==> config.mk <==
export PLATFORM = sky130hd
export DESIGN_NAME = calendar_date_step
export DESIGN_NICKNAME = d
export VERILOG_FILES = /design/src/rtl/cds_pkg.sv /design/src/rtl/cds_step.sv /design/src/rtl/calendar_date_step.sv
export SDC_FILE = /design/constraint.sdc
export NUM_CORES = 1
export LEC_CHECK = 0
export ABC_CLOCK_PERIOD_IN_PS = 8680
export BUFFER_PORTS_ARGS = -buffer_cell sky130_fd_sc_hd__buf_2
export CAP_MARGIN = 20
export CORE_MARGIN = 2
export CORE_UTILIZATION = 45
export DETAILED_ROUTE_END_ITERATION = 8
export PLACE_DENSITY = 0.74
export SKIP_LAST_GASP = 1
export SLEW_MARGIN = 10
export SYNTH_ARGS = -nofsm -noshare
export SYNTH_HDL_FRONTEND = slang
export SYNTH_HIERARCHICAL = 1
export SYNTH_SLANG_ARGS = --single-unit
==> constraint.sdc <==
create_clock -name clk -period 8.68 [get_ports clk]
set_input_delay 0.868 -clock clk [delete_from_list [all_inputs] [get_ports clk]]
set_output_delay 0.868 -clock clk [all_outputs]
set_load 0.02 [all_outputs]
==> src/rtl/cds_pkg.sv <==
// Shared types, constants and month-length lookup for the calendar date stepper.
package cds_pkg;

  localparam int YEAR_W  = 16;
  localparam int MONTH_W = 4;
  localparam int DAY_W   = 5;
  localparam int WDAY_W  = 3;

  localparam logic [MONTH_W-1:0] MONTH_JAN = 4'd1;
  localparam logic [MONTH_W-1:0] MONTH_FEB = 4'd2;
  localparam logic [MONTH_W-1:0] MONTH_DEC = 4'd12;

  localparam logic [WDAY_W-1:0] WDAY_FIRST = 3'd1;
  localparam logic [WDAY_W-1:0] WDAY_LAST  = 3'd7;
  localparam logic [WDAY_W-1:0] WDAY_NONE  = 3'd0;

  localparam logic [DAY_W-1:0] DAY_FIRST = 5'd1;
  localparam logic [DAY_W-1:0] DAY_DEC_END = 5'd31;

  localparam logic [YEAR_W-1:0] YEAR_MIN = 16'h0000;
  localparam logic [YEAR_W-1:0] YEAR_MAX = 16'hFFFF;

  // Exact divisibility by 25: y * inv(25) mod 2^16 lands in [0, 65535/25]
  // exactly when y is a multiple of 25.
  localparam logic [YEAR_W-1:0] INV25_MOD   = 16'd23593;
  localparam logic [YEAR_W-1:0] DIV25_LIMIT = 16'd2621;

  typedef struct packed {
    logic [YEAR_W-1:0]  year;
    logic [MONTH_W-1:0] month;
    logic [DAY_W-1:0]   day;
    logic [WDAY_W-1:0]  weekday;
  } cds_date_t;

  typedef struct packed {
    cds_date_t date;
    logic      year_wrapped;
    logic      input_bad;
  } cds_result_t;

  // Days in a month; months outside 1..12 give 0.
  function automatic logic [DAY_W-1:0] month_len(input logic [MONTH_W-1:0] m,
                                                 input logic leap);
    logic [DAY_W-1:0] len;
    case (m)
      4'd1, 4'd3, 4'd5, 4'd7, 4'd8, 4'd10, 4'd12: len = 5'd31;
      4'd4, 4'd6, 4'd9, 4'd11:                    len = 5'd30;
      4'd2:                                       len = leap ? 5'd29 : 5'd28;
      default:                                    len = 5'd0;
    endcase
    return len;
  endfunction

endpackage

==> src/rtl/cds_step.sv <==
// Combinational next/previous day computation with range check.
module cds_step (
  input  logic              op,
  input  cds_pkg::cds_date_t  date_in,
  output cds_pkg::cds_result_t res
);
  import cds_pkg::*;

  logic [YEAR_W-1:0] mod_prod;
  logic              div25, div100, div400, div4, leap;
  logic [DAY_W-1:0]  cur_len, prev_len;
  logic              month_ok;

  assign mod_prod = YEAR_W'(date_in.year * INV25_MOD);
  assign div25    = (mod_prod <= DIV25_LIMIT);
  assign div4     = (date_in.year[1:0] == 2'b00);
  assign div100   = div25 && div4;
  assign div400   = div25 && (date_in.year[3:0] == 4'b0000);
  assign leap     = div400 || (div4 && !div100);

  assign cur_len  = month_len(date_in.month, leap);
  assign prev_len = month_len(date_in.month - MONTH_W'(1), leap);
  assign month_ok = (date_in.month inside {[MONTH_JAN:MONTH_DEC]});

  always_comb begin
    res.date         = date_in;
    res.year_wrapped = 1'b0;
    res.input_bad    = 1'b0;
    if (!month_ok || date_in.weekday == WDAY_NONE ||
        date_in.day == '0 || date_in.day > cur_len) begin
      res.input_bad = 1'b1;
    end else if (!op) begin
      res.date.weekday = (date_in.weekday == WDAY_LAST) ? WDAY_FIRST
                                                       : date_in.weekday + WDAY_W'(1);
      if (date_in.day == cur_len) begin
        res.date.day = DAY_FIRST;
        if (date_in.month == MONTH_DEC) begin
          res.date.month   = MONTH_JAN;
          res.date.year    = date_in.year + YEAR_W'(1);
          res.year_wrapped = (date_in.year == YEAR_MAX);
        end else begin
          res.date.month = date_in.month + MONTH_W'(1);
        end
      end else begin
        res.date.day = date_in.day + DAY_W'(1);
      end
    end else begin
      res.date.weekday = (date_in.weekday == WDAY_FIRST) ? WDAY_LAST
                                                        : date_in.weekday - WDAY_W'(1);
      if (date_in.day == DAY_FIRST) begin
        if (date_in.month == MONTH_JAN) begin
          res.date.month   = MONTH_DEC;
          res.date.day     = DAY_DEC_END;
          res.date.year    = date_in.year - YEAR_W'(1);
          res.year_wrapped = (date_in.year == YEAR_MIN);
        end else begin
          res.date.month = date_in.month - MONTH_W'(1);
          res.date.day   = prev_len;
        end
      end else begin
        res.date.day = date_in.day - DAY_W'(1);
      end
    end
  end

endmodule

==> src/rtl/calendar_date_step.sv <==
// Top level of the calendar date stepper: input register, date logic, result register.
// Usage:
//   Input channel (in_*): one item per accepted handshake, carrying a date
//   (year, month, day of month, weekday 1..7) and an op bit: 0 steps to the
//   next day, 1 to the previous day. Accepted when in_valid && !in_stall.
//   Result channel (out_*): one item per input item, in order, with the new
//   date, out_year_wrapped when the year crossed 65535/0, and out_input_bad
//   when the input date was out of range (date then passed unchanged).
//   Accepted when out_valid && !out_stall.
// Timing:
//   An item lands in the input register, and the date
//   logic (leap test by one constant multiply, month table, +/-1 steps)
//   sits between it and the result register.
//   Throughput is one item per cycle while out_stall is low.
// Reset (rst_n low, synchronous) empties both stages; payload is not cleared.
// Stall: while out_stall is high a held result stays put, the input
//   register keeps its item, and in_stall rises once that register is full;
//   with two stages up to two items are held during a stall.
module calendar_date_step (
  input  logic                          clk,
  input  logic                          rst_n,
  input  logic                          in_valid,
  output logic                          in_stall,
  input  logic                          in_op,
  input  logic [cds_pkg::YEAR_W-1:0]    in_year,
  input  logic [cds_pkg::MONTH_W-1:0]   in_month,
  input  logic [cds_pkg::DAY_W-1:0]     in_day_of_month,
  input  logic [cds_pkg::WDAY_W-1:0]    in_weekday,
  output logic                          out_valid,
  input  logic                          out_stall,
  output logic [cds_pkg::YEAR_W-1:0]    out_new_year,
  output logic [cds_pkg::MONTH_W-1:0]   out_new_month,
  output logic [cds_pkg::DAY_W-1:0]     out_new_day,
  output logic [cds_pkg::WDAY_W-1:0]    out_new_weekday,
  output logic                          out_year_wrapped,
  output logic                          out_input_bad
);
  import cds_pkg::*;

  // input stage
  logic        in_valid_r, in_valid_nxt;
  logic        in_op_r;
  cds_date_t   in_date_r;

  // result stage
  logic        out_valid_r, out_valid_nxt;
  cds_result_t out_res_r;

  cds_result_t step_res;
  logic        out_load;   // result register takes the input stage
  logic        in_load;    // input register takes a new item

  cds_step u_step (
    .op      (in_op_r),
    .date_in (in_date_r),
    .res     (step_res)
  );

  // result register frees up when empty or being drained this cycle
  assign out_load = !out_valid_r || !out_stall;
  assign in_stall = in_valid_r && !out_load;
  assign in_load  = in_valid && !in_stall;

  always_comb begin
    out_valid_nxt = out_valid_r;
    if (out_load) begin
      out_valid_nxt = in_valid_r;
    end
    in_valid_nxt = in_valid_r;
    if (in_load) begin
      in_valid_nxt = 1'b1;
    end else if (out_load) begin
      in_valid_nxt = 1'b0;
    end
  end

  always_ff @(posedge clk) begin
    if (!rst_n) begin
      in_valid_r  <= 1'b0;
      out_valid_r <= 1'b0;
    end else begin
      in_valid_r  <= in_valid_nxt;
      out_valid_r <= out_valid_nxt;
    end
  end

  always_ff @(posedge clk) begin
    if (in_load) begin
      in_op_r           <= in_op;
      in_date_r.year    <= in_year;
      in_date_r.month   <= in_month;
      in_date_r.day     <= in_day_of_month;
      in_date_r.weekday <= in_weekday;
    end
    if (out_load && in_valid_r) begin
      out_res_r <= step_res;
    end
  end

  assign out_valid        = out_valid_r;
  assign out_new_year     = out_res_r.date.year;
  assign out_new_month    = out_res_r.date.month;
  assign out_new_day      = out_res_r.date.day;
  assign out_new_weekday  = out_res_r.date.weekday;
  assign out_year_wrapped = out_res_r.year_wrapped;
  assign out_input_bad    = out_res_r.input_bad;

endmodule
==> reports/summary.txt, run 1 <==
status = complete, no violations
commonest non-fill, non-tap cell in the layout = ha_1
worst-path fanout max = 22
Max clock buf depth = 2
CP endpoint kind = register
count of final setup violators = 0
DIE HEIGHT = 114 µm
Hold-fix buffers, CTS = 0
share of cells above drive strength 1 = 18.1%
Async SR Flop Fraction = 0%
CTS buffer count = 9
Fin. Hold Viols = 0
GRT overflow = 0
later-pin clock latency in the skew report = 0.34 ns
vias in the first global route = 4129
worst setup path category = register to register
Avg Cell Area, Syn = 10.2 µm²
Post-Place Cells = 729
RSZ-0062 raised after global routing = false
Synth area leaders = edfxtp_1, ha_1, fa_1, xnor2_1, inv_1
CTS root buffer = clkbuf_16
Slowest cell on crit path = fa_1
arrival time at the worst endpoint = 6.75 ns
Setup TNS = 0 ns
Initial Utilization = 45.7%
worst hold path class = register to register
Clock Skew = 0.00616 ns
first drt pass iteration count = 5
Synth Flop Type = edfxtp_1
flops & latches, synth = 61
Post-synth EDFFs = 59
DR iter-0 viols = 340
Clock transition at path regs = 0.05 ns
period utilization = 77.0%
syn nets = 671
die area = 12900 µm²
final non-filler cell area = 6150 µm²
share of the synthesized area in the top cell type = 32.7%
fin crit period = 6.68 ns
PD cells = 198 nW/µm²
crit-path max cell delay = 0.55 ns
Setup Fix Bufs, Post-CTS = 0
fillcell total = 1060
sequential area share after synthesis = 33.4%
crit path launch type = register
total I/O pin count = 65
Worst Path Buf+Inv = 5
n_diodes = 0
# rows = 40
largest net degree at the start of global routing = 48
Peak supply drop = 0.000177 V
relative slew slack = 52.3%
Vias = 4197
Max-Cap Viols = 0
Post-Syn Area = 5420 µm²
yosys warns = 6
Max Slew Vio Count = 0
CP dominant cell by count = ha_1
Final nets = 731
clock sinks = 61
CTS tree = done
post-CTS sizing = 0
Final ANT Viol Nets = 0
first-pass GRT wire length = 20400 µm
post-route DRC violation count = 0
Post-Syn Instances = 533
H-tree depth = 3
GP Congestion = 0.913
Port Buffers = 64
most frequent cells in the layout = ha_1, buf_2, edfxtp_1, inv_1, nor2_1
GR Util All Layers = 20.4%
Avg WL per Cell = 17.1 µm
leakage = 2.64 nW
DP Area = 5840 µm²
Post-Route WL = 12800 µm
Die X-Extent = 114 µm
initial antenna violation count = 0
Netlist cell types = 68
vias per inst = 5.63
cell family with most CP delay = adder cells
synth-to-layout area growth = 13.4%
achievable frequency = 150 MHz
area leader, netlist = edfxtp_1
Post-Layout Cell Count = 745
Slew @ Worst Pin = 0.713 ns
Final HPWL DP = 9770 µm
total core area = 11900 µm²
Critical Path RT = 8.74 ns
[power by group]
group	internal [mW]	leakage (nW)	switching (mW)	total (mW)
combinational	0.207	1.91	0.271	0.478
clock	0.245	0.152	0.124	0.369
sequential	0.347	0.580	0.0215	0.368
total	0.799	2.64	0.417	1.22
[worst register-to-register path: stages (launching register included)]
cell	delay (ns)
edfxtp_1	0.48
inv_1	0.18
ha_1	0.33
ha_1	0.27
inv_1	0.07
fa_1	0.54
fa_1	0.55
inv_1	0.06
fa_1	0.48
ha_1	0.30
ha_1	0.29
inv_1	0.10
nor2_1	0.06
a21oi_1	0.15
xor2_1	0.16
nand4_1	0.16
nor2_1	0.12
a21boi_0	0.09
ha_1	0.34
nand2_1	0.19
o31ai_1	0.15
nor2b_4	0.55
inv_2	0.28
or3_1	0.36
o21ai_1	0.08
a21oi_1	0.06
[logic make-up after synthesis]
logic type | synth area share [%]
adder cells (fa/ha/maj) | 26.7
AO/OA/AOI/OAI | 12.9
buffers and inverters | 6.32
XOR/XNOR | 5.81
AND/OR/NAND/NOR | 14.5
flip-flops | 33.4
multiplexers | 0.369
[final cells by class]
cell class | count | area, µm² | area share (%)
inverter | 60 | 225 | 3.66
timing repair buffer | 67 | 343 | 5.57
clock buffer | 13 | 270 | 4.39
sequential | 61 | 1810 | 29.5
clock inverter | 3 | 42.5 | 0.692
multi-input combinational | 394 | 3270 | 53.2
tap | 147 | 184 | 2.99
[state kept, by name (all words and copies together) (netlist names)]
name	cells
out_new_year	16
out_new_weekday	3
out_new_month	4
in_date_r	28
out_input_bad	1
out_year_wrapped	1
out_valid	1
out_new_day	5
in_op_r	1
in_valid_r	1
[final timing paths]
| path | end | slack (ns) | start | depth (start not counted) |
|---|---|---|---|---|
| setup / recovery | out_new_weekday[2]$_DFFE_PP_ | 2.00 | in_date_r[14]$_DFFE_PP_ | 25 |
| hold / removal | out_valid$_SDFFE_PN0P_ | 0.54 | in_valid_r$_SDFFE_PN0P_ | 2 |
| setup reg to reg | out_new_weekday[2]$_DFFE_PP_ | 2.00 | in_date_r[14]$_DFFE_PP_ | 25 |
| hold reg to reg | out_valid$_SDFFE_PN0P_ | 0.54 | in_valid_r$_SDFFE_PN0P_ | 2 |
[layer usage]
layer  GRT usage, %  up-vias  routed length (µm)  share of wire [%]
met5              0        -                   0                  0
met4           6.91        0                 257                2.0
met3           3.83       24                 732                5.7
li1               -     2025                   -                  -
met1           28.1     1993                5970                 47
met2           32.4      155                5810                 46
[through the flow]
| stage | setup slack, ns | hold slack [ns] | power (mW) | util, % |
|---|---|---|---|---|
| final | 2.00 | 0.545 | 1.22 | 51.9 |
| after global routing | 1.49 | 0.579 | 1.30 | 51.9 |
| after CTS | 2.01 | 0.554 | 1.23 | 51.9 |
| after detailed placement | 2.04 | 0.542 | 0.850 | 49.2 |
| after global placement | 2.17 | 0.490 | 0.830 | 49.2 |
| after floorplan | 3.14 | 0.475 | 0.741 | - |
[synth_stat cells (all sizes together), types with 5 or more instances]
cell     n
ha      87
inv     60
edfxtp  59
nor2    40
a21oi   33
nand2   29
xnor2   27
o21ai   21
fa      18
nand3   16
nor3    14
buf     12
xor2     9
a31oi    7
nor2b    7
a21boi   6
and3     6
clkbuf   6
o21a     6
or3      6
nor4     5
o22ai    5
Note: power is estimated with default switching activity, not from simulation.
==> run 2, diff against run 1 <==
--- a/config.mk
+++ b/config.mk
@@ -5,13 +5,13 @@
 export SDC_FILE = /design/constraint.sdc
 export NUM_CORES = 1
 export LEC_CHECK = 0
-export ABC_CLOCK_PERIOD_IN_PS = 8680
+export ABC_CLOCK_PERIOD_IN_PS = 5900
 export BUFFER_PORTS_ARGS = -buffer_cell sky130_fd_sc_hd__buf_2
 export CAP_MARGIN = 20
 export CORE_MARGIN = 2
 export CORE_UTILIZATION = 45
 export DETAILED_ROUTE_END_ITERATION = 8
-export PLACE_DENSITY = 0.74
+export PLACE_DENSITY = 0.77
 export SKIP_LAST_GASP = 1
 export SLEW_MARGIN = 10
 export SYNTH_ARGS = -nofsm -noshare
==> constraint.sdc (replaced) <==
create_clock -name clk -period 5.9 [get_ports clk]
set_input_delay 0.59 -clock clk [delete_from_list [all_inputs] [get_ports clk]]
set_output_delay 0.59 -clock clk [all_outputs]
set_load 0.02 [all_outputs]
==> reports/summary.txt, run 2 (synthesis results as in run 1) <==
max reg flops = 28
Avg WL per Cell = 17.9 µm
sequential power share = 27.6%
DR iter-0 viols = 455
crit-path max cell delay = 0.51 ns
clock share of power = 24.5%
CTS tree = done
Post-Layout Cell Count = 782
Peak supply drop = 0.000202 V
# rows = 40
Worst Path Buf+Inv = 4
vias in the first global route = 4311
Clock transition at path regs = 0.06 ns
fin crit period = 5.86 ns
Critical Path RT = 5.98 ns
Vias = 4477
R2R setup slack = 0.04 ns
post-route DRC violation count = 0
CTS buffer count = 9
Initial Utilization = 45.7%
total core area = 11900 µm²
commonest non-fill, non-tap cell in the layout = ha_1
worst setup path category = register to register
synth-to-layout area growth = 23.6%
worst-path fanout max = 6
total I/O pin count = 65
worst hold path class = primary input to register
n_diodes = 0
relative slew slack = 49.4%
CTS root buffer = clkbuf_16
Final ANT Viol Nets = 0
Port Buffers = 64
arrival time at the worst endpoint = 5.94 ns
GRT overflow = 0
Post-Route WL = 14000 µm
cell family with most CP delay = adder cells
final core utilization = 56.5%
first-pass GRT wire length = 20900 µm
Max-Cap Viols = 0
count of final setup violators = 0
Max clock buf depth = 2
Sw Ratio = 36.6%
vias per inst = 5.73
internal power = 1.23 mW
clock sinks = 61
worst-path cell chain = buf_6, ha_4, inv_1, fa_1, inv_1, ha_2, ha_1, ha_1, ha_2, inv_1, fa_1, or3b_4, a31oi_4, o311ai_2, a21oi_1, nand4_1, nor2_1, a21boi_1, ha_1, nand3_1, nor4_1, o21ai_0, nor2_1, xnor2_1
total power = 1.94 mW
period utilization = 99.3%
Biggest register = in_date_r
Final nets = 769
net load switching power = 708 µW
Hold WS = 0.421 ns
Comb power frac = 47.8%
crit path launch type = register
leakage = 2.83 nW
status = complete, no violations
Slew @ Worst Pin = 0.749 ns
die area = 12900 µm²
worst hold path cell count = 1
initial antenna violation count = 0
H-tree depth = 3
worst reg2reg path startpoint = in_date_r[15]$_DFFE_PP_
Hold Startpoint = in_weekday[0]
DIE HEIGHT = 114 µm
r2r endpoint = out_new_year[9]$_DFFE_PP_
most frequent cells in the layout = ha_1, buf_2, edfxtp_1
GR Util All Layers = 20.6%
PD cells = 289 nW/µm²
Slowest cell on crit path = edfxtp_1
GP Congestion = 0.964
FF-to-FF path depth = 24
first drt pass iteration count = 5
Final HPWL DP = 9910 µm
Fin. Hold Viols = 0
Post-Place Cells = 749
Die X-Extent = 114 µm
Max Slew Vio Count = 0
CP endpoint kind = register
later-pin clock latency in the skew report = 0.34 ns
Clock Skew = 0.0102 ns
achievable frequency = 171 MHz
share of cells above drive strength 1 = 29.0%
RSZ-0062 raised after global routing = true
largest net degree at the start of global routing = 48
Min-Delay Endpoint = in_date_r[0]$_DFFE_PP_
## run 2: worst register-to-register path, stage by stage, from the launching register on
cell	delay, ns
edfxtp_1	0.51
buf_6	0.18
ha_4	0.25
inv_1	0.05
fa_1	0.48
inv_1	0.05
ha_2	0.16
ha_1	0.31
ha_1	0.29
ha_2	0.17
inv_1	0.05
fa_1	0.47
or3b_4	0.39
a31oi_4	0.17
o311ai_2	0.09
a21oi_1	0.16
nand4_1	0.17
nor2_1	0.14
a21boi_1	0.07
ha_1	0.35
nand3_1	0.27
nor4_1	0.38
o21ai_0	0.18
nor2_1	0.16
xnor2_1	0.07
## run 2: metrics by stage
stage               setup slack, ns  TNS, ns  area, µm²
finish                       0.0409        0       6700
CTS                         0.00184        0       6300
floorplan                     0.360        0       5420
global placement             0.0845        0       6000
detailed placement          -0.0104  -0.0104       6000
global route                 -0.156    -1.37       6700
## run 2: area by class of cell
| cell class | count | area [µm²] |
|---|---|---|
| clock inverters | 5 | 37.5 |
| repair buffers | 105 | 671 |
| flip-flops and latches | 61 | 1810 |
| multi-input cells | 394 | 3540 |
| fillers | 947 | 5160 |
| inverters | 60 | 228 |
| well taps | 147 | 184 |
| clock buffers | 10 | 229 |
## run 2: how the worst max path moves through the flow
stage	from	to	cells past startpoint
2_1_floorplan	in_date_r[14]$_DFFE_PP_	out_new_weekday[2]$_DFFE_PP_	25
6_report	in_date_r[15]$_DFFE_PP_	out_new_year[9]$_DFFE_PP_	24
5_1_grt	in_date_r[19]$_DFFE_PP_	out_new_day[0]$_DFFE_PP_	23
3_5_place_dp	in_date_r[19]$_DFFE_PP_	out_new_day[0]$_DFFE_PP_	23
3_3_place_gp	in_date_r[19]$_DFFE_PP_	out_new_weekday[2]$_DFFE_PP_	23
4_1_cts	in_date_r[14]$_DFFE_PP_	out_new_day[0]$_DFFE_PP_	27
## run 2: repair_timing
| action | CTS | global route |
|---|---|---|
| pin swaps | 0 | 35 |
| gates cloned | 0 | 0 |
| endpoints found under the setup margin | 10 | 30 |
| hold buffers | 0 | 0 |
| resized for setup | 0 | 53 |
| buffers inserted | 5 | 13 |
## run 2: power groups by stage
| stage | Clock (mW) | Sequential [mW] | Combinational, mW |
|---|---|---|---|
| after floorplan | 0 | 0.553 | 0.538 |
| after global placement | 0 | 0.544 | 0.711 |
| after detailed placement | 0 | 0.544 | 0.732 |
| after CTS | 0.487 | 0.535 | 0.743 |
| after global routing | 0.503 | 0.538 | 1.02 |
| final | 0.475 | 0.535 | 0.926 |
## run 2: metal layers
layer / wire length [µm] / part of all wire, % / up-vias / global-route usage, %
li1: - / - / 2106 / -
met2: 6550 / 47 / 232 / 31.9
met5: 0 / 0 / - / 0
met3: 1070 / 7.6 / 42 / 4.41
met4: 404 / 2.9 / 0 / 7.89
met1: 5970 / 43 / 2097 / 28.4
==> run 3, diff against run 2 <==
--- a/config.mk
+++ b/config.mk
@@ -5,6 +5,7 @@
 export SDC_FILE = /design/constraint.sdc
 export NUM_CORES = 1
 export LEC_CHECK = 0
+export ABC_AREA = 1
 export ABC_CLOCK_PERIOD_IN_PS = 5900
 export BUFFER_PORTS_ARGS = -buffer_cell sky130_fd_sc_hd__buf_2
 export CAP_MARGIN = 20
@@ -12,6 +13,7 @@
 export CORE_UTILIZATION = 45
 export DETAILED_ROUTE_END_ITERATION = 8
 export PLACE_DENSITY = 0.77
+export SKIP_CTS_REPAIR_TIMING = 1
 export SKIP_LAST_GASP = 1
 export SLEW_MARGIN = 10
 export SYNTH_ARGS = -nofsm -noshare
==> reports/summary.txt, run 3 <==
status = complete, but fails checks
failing checks = setup timing
Sw Ratio = 36.6%
total power = 2.09 mW
Final nets = 857
GRT overflow = 0
Netlist cell types = 48
sequential power share = 25.6%
relative slew slack = 34.8%
flops & latches, synth = 61
post-synthesis compound-gate area fraction = 8.88%
commonest cells in the netlist = nand2_1, inv_1, ha_1
Vias = 4630
max reg flops = 28
worst-path fanout max = 5
Max clock buf depth = 2
Post-Route WL = 13200 µm
CTS root buffer = clkbuf_16
Synth Flop Type = edfxtp_1
net load switching power = 764 µW
RSZ-0062 raised after global routing = true
multiplexer share of the synthesized area = 0%
vias per inst = 5.32
H-tree depth = 3
Simple-Gate Fraction of Synth Area = 18.7%
setup ws final = -0.00982 ns
share of the synthesized area in the top cell type = 32.3%
GR Util All Layers = 20.4%
Post-Layout Cell Count = 871
Post-synth EDFFs = 59
total I/O pin count = 65
Max Slew Vio Count = 0
area share of xor/xnor cells in the synthesized design = 4.00%
Slew @ Worst Pin = 0.976 ns
# rows = 40
Initial Utilization = 45.8%
die area = 13100 µm²
largest net degree at the start of global routing = 31
Synth area leaders = edfxtp_1, ha_1, nand2_1, inv_1, fa_1
most frequent cells in the layout = nand2_1, inv_1, ha_1
clock sinks = 61
Fin. Hold Viols = 0
Die X-Extent = 114 µm
Async SR Flop Fraction = 0%
Peak supply drop = 0.000173 V
initial antenna violation count = 0
share of cells above drive strength 1 = 24.7%
Avg WL per Cell = 15.2 µm
CTS tree = done
PD cells = 306 nW/µm²
post-route DRC violation count = 0
worst hold path class = primary input to register
Clock transition at path regs = 0.06 ns
DR iter-0 viols = 372
crit path launch type = register
main combinational cell family by area after synthesis = adder cells
Critical Path RT = 5.98 ns
worst setup path category = register to register
first-pass GRT wire length = 20800 µm
leakage = 3.22 nW
CP endpoint kind = register
Post-Syn Instances = 616
vias in the first global route = 4262
DP Area = 6190 µm²
later-pin clock latency in the skew report = 0.34 ns
CTS buffer count = 9
Avg Cell Area, Syn = 8.90 µm²
top-count cell post-synth = nand2_1
Hold WS = 0.428 ns
Post-Syn Area = 5480 µm²
Biggest register = in_date_r
area leader, netlist = edfxtp_1
Clock Skew = 0.00900 ns
Final ANT Viol Nets = 0
commonest non-fill, non-tap cell in the layout = nand2_1
n_diodes = 0
achievable frequency = 169 MHz
yosys warns = 6
first drt pass iteration count = 7
fin crit period = 5.91 ns
final core utilization = 56.9%
final non-filler cell area = 6810 µm²
GP Congestion = 0.980
Port Buffers = 64
total core area = 12000 µm²
DIE HEIGHT = 114 µm
internal power = 1.32 mW
period utilization = 100%
fillcell total = 1000
Max-Cap Viols = 0
clock share of power = 26.7%
Final HPWL DP = 9960 µm
Setup TNS = -0.00982 ns
fraction of the mapped netlist area in adder cells = 26.4%
arrival time at the worst endpoint = 5.99 ns
sequential area share after synthesis = 33.1%
count of final setup violators = 1
Comb power frac = 47.7%
syn nets = 754
Post-Place Cells = 849
synth-to-layout area growth = 24.3%
pre-CTS WS = -0.172 ns
-- run 3: cell count changes after synthesis, moves of 7 or more --
cell,delta
inv_1,+52
nand4_1,+9
nand2_2,+7
xor2_1,+10
a21oi_1,-8
nand2_1,+84
xnor2_1,-21
nand3_1,+21
-- run 3: final timing paths --
kind                                start                    endpoint  slack [ns]  depth (start not counted)
setup reg to reg  in_date_r[20]$_DFFE_PP_  out_new_year[14]$_DFFE_PP_       -0.01                         27
hold / removal                 in_year[2]     in_date_r[14]$_DFFE_PP_        0.43                          1
setup / recovery  in_date_r[20]$_DFFE_PP_  out_new_year[14]$_DFFE_PP_       -0.01                         27
hold reg to reg   in_valid_r$_SDFFE_PN0P_     in_valid_r$_SDFFE_PN0P_        0.50                          2
-- run 3: logic make-up after synthesis --
family / Yosys count
XOR/XNOR: 25
adder cells (fa/ha/maj): 105
AND/OR/NAND/NOR: 223
AO/OA/AOI/OAI: 75
buffers and inverters: 127
flip-flops: 61
-- run 3: power groups by stage --
| stage | Combinational [mW] | Sequential, mW | Clock, mW |
|---|---|---|---|
| final | 0.995 | 0.534 | 0.557 |
| after global routing | 1.11 | 0.537 | 0.584 |
| after CTS | 0.810 | 0.534 | 0.563 |
| after detailed placement | 0.803 | 0.542 | 0 |
| after global placement | 0.779 | 0.541 | 0 |
| after floorplan | 0.570 | 0.557 | 0 |
-- run 3: layer usage --
| layer | global-route usage [%] | part of all wire [%] | wire length (µm) |
|---|---|---|---|
| met5 | 0 | 0 | 0 |
| met2 | 31.3 | 46 | 6080 |
| met3 | 4.29 | 7.2 | 948 |
| met1 | 28.8 | 45 | 5980 |
| met4 | 6.67 | 1.7 | 222 |
-- run 3: cell type report --
type	count	area, µm²	share of cell area, %
flip-flops and latches	61	1810	26.6
clock inverters	7	90.1	1.32
inverters	117	445	6.54
well taps	147	184	2.70
repair buffers	102	624	9.17
clock buffers	9	225	3.31
multi-input cells	428	3430	50.4
-- run 3: worst max-delay path: stages, from the launching register on --
cell and delay [ns]:
edfxtp_1 0.46, ha_1 0.31, inv_1 0.04, fa_1 0.50, inv_2 0.05, ha_4 0.25, inv_2 0.03, fa_1 0.51
inv_1 0.05, fa_1 0.53, ha_4 0.22, ha_4 0.29, nand2_1 0.05, o211ai_1 0.21, nor2_1 0.08, nor2_1 0.10
nand4_1 0.16, a31o_2 0.32, ha_4 0.26, nor3b_4 0.23, nand2_2 0.12, inv_2 0.08, nand4_4 0.09, o21ai_4 0.17
o21ai_2 0.11, a211oi_4 0.23, nand2_2 0.08, xor2_1 0.14
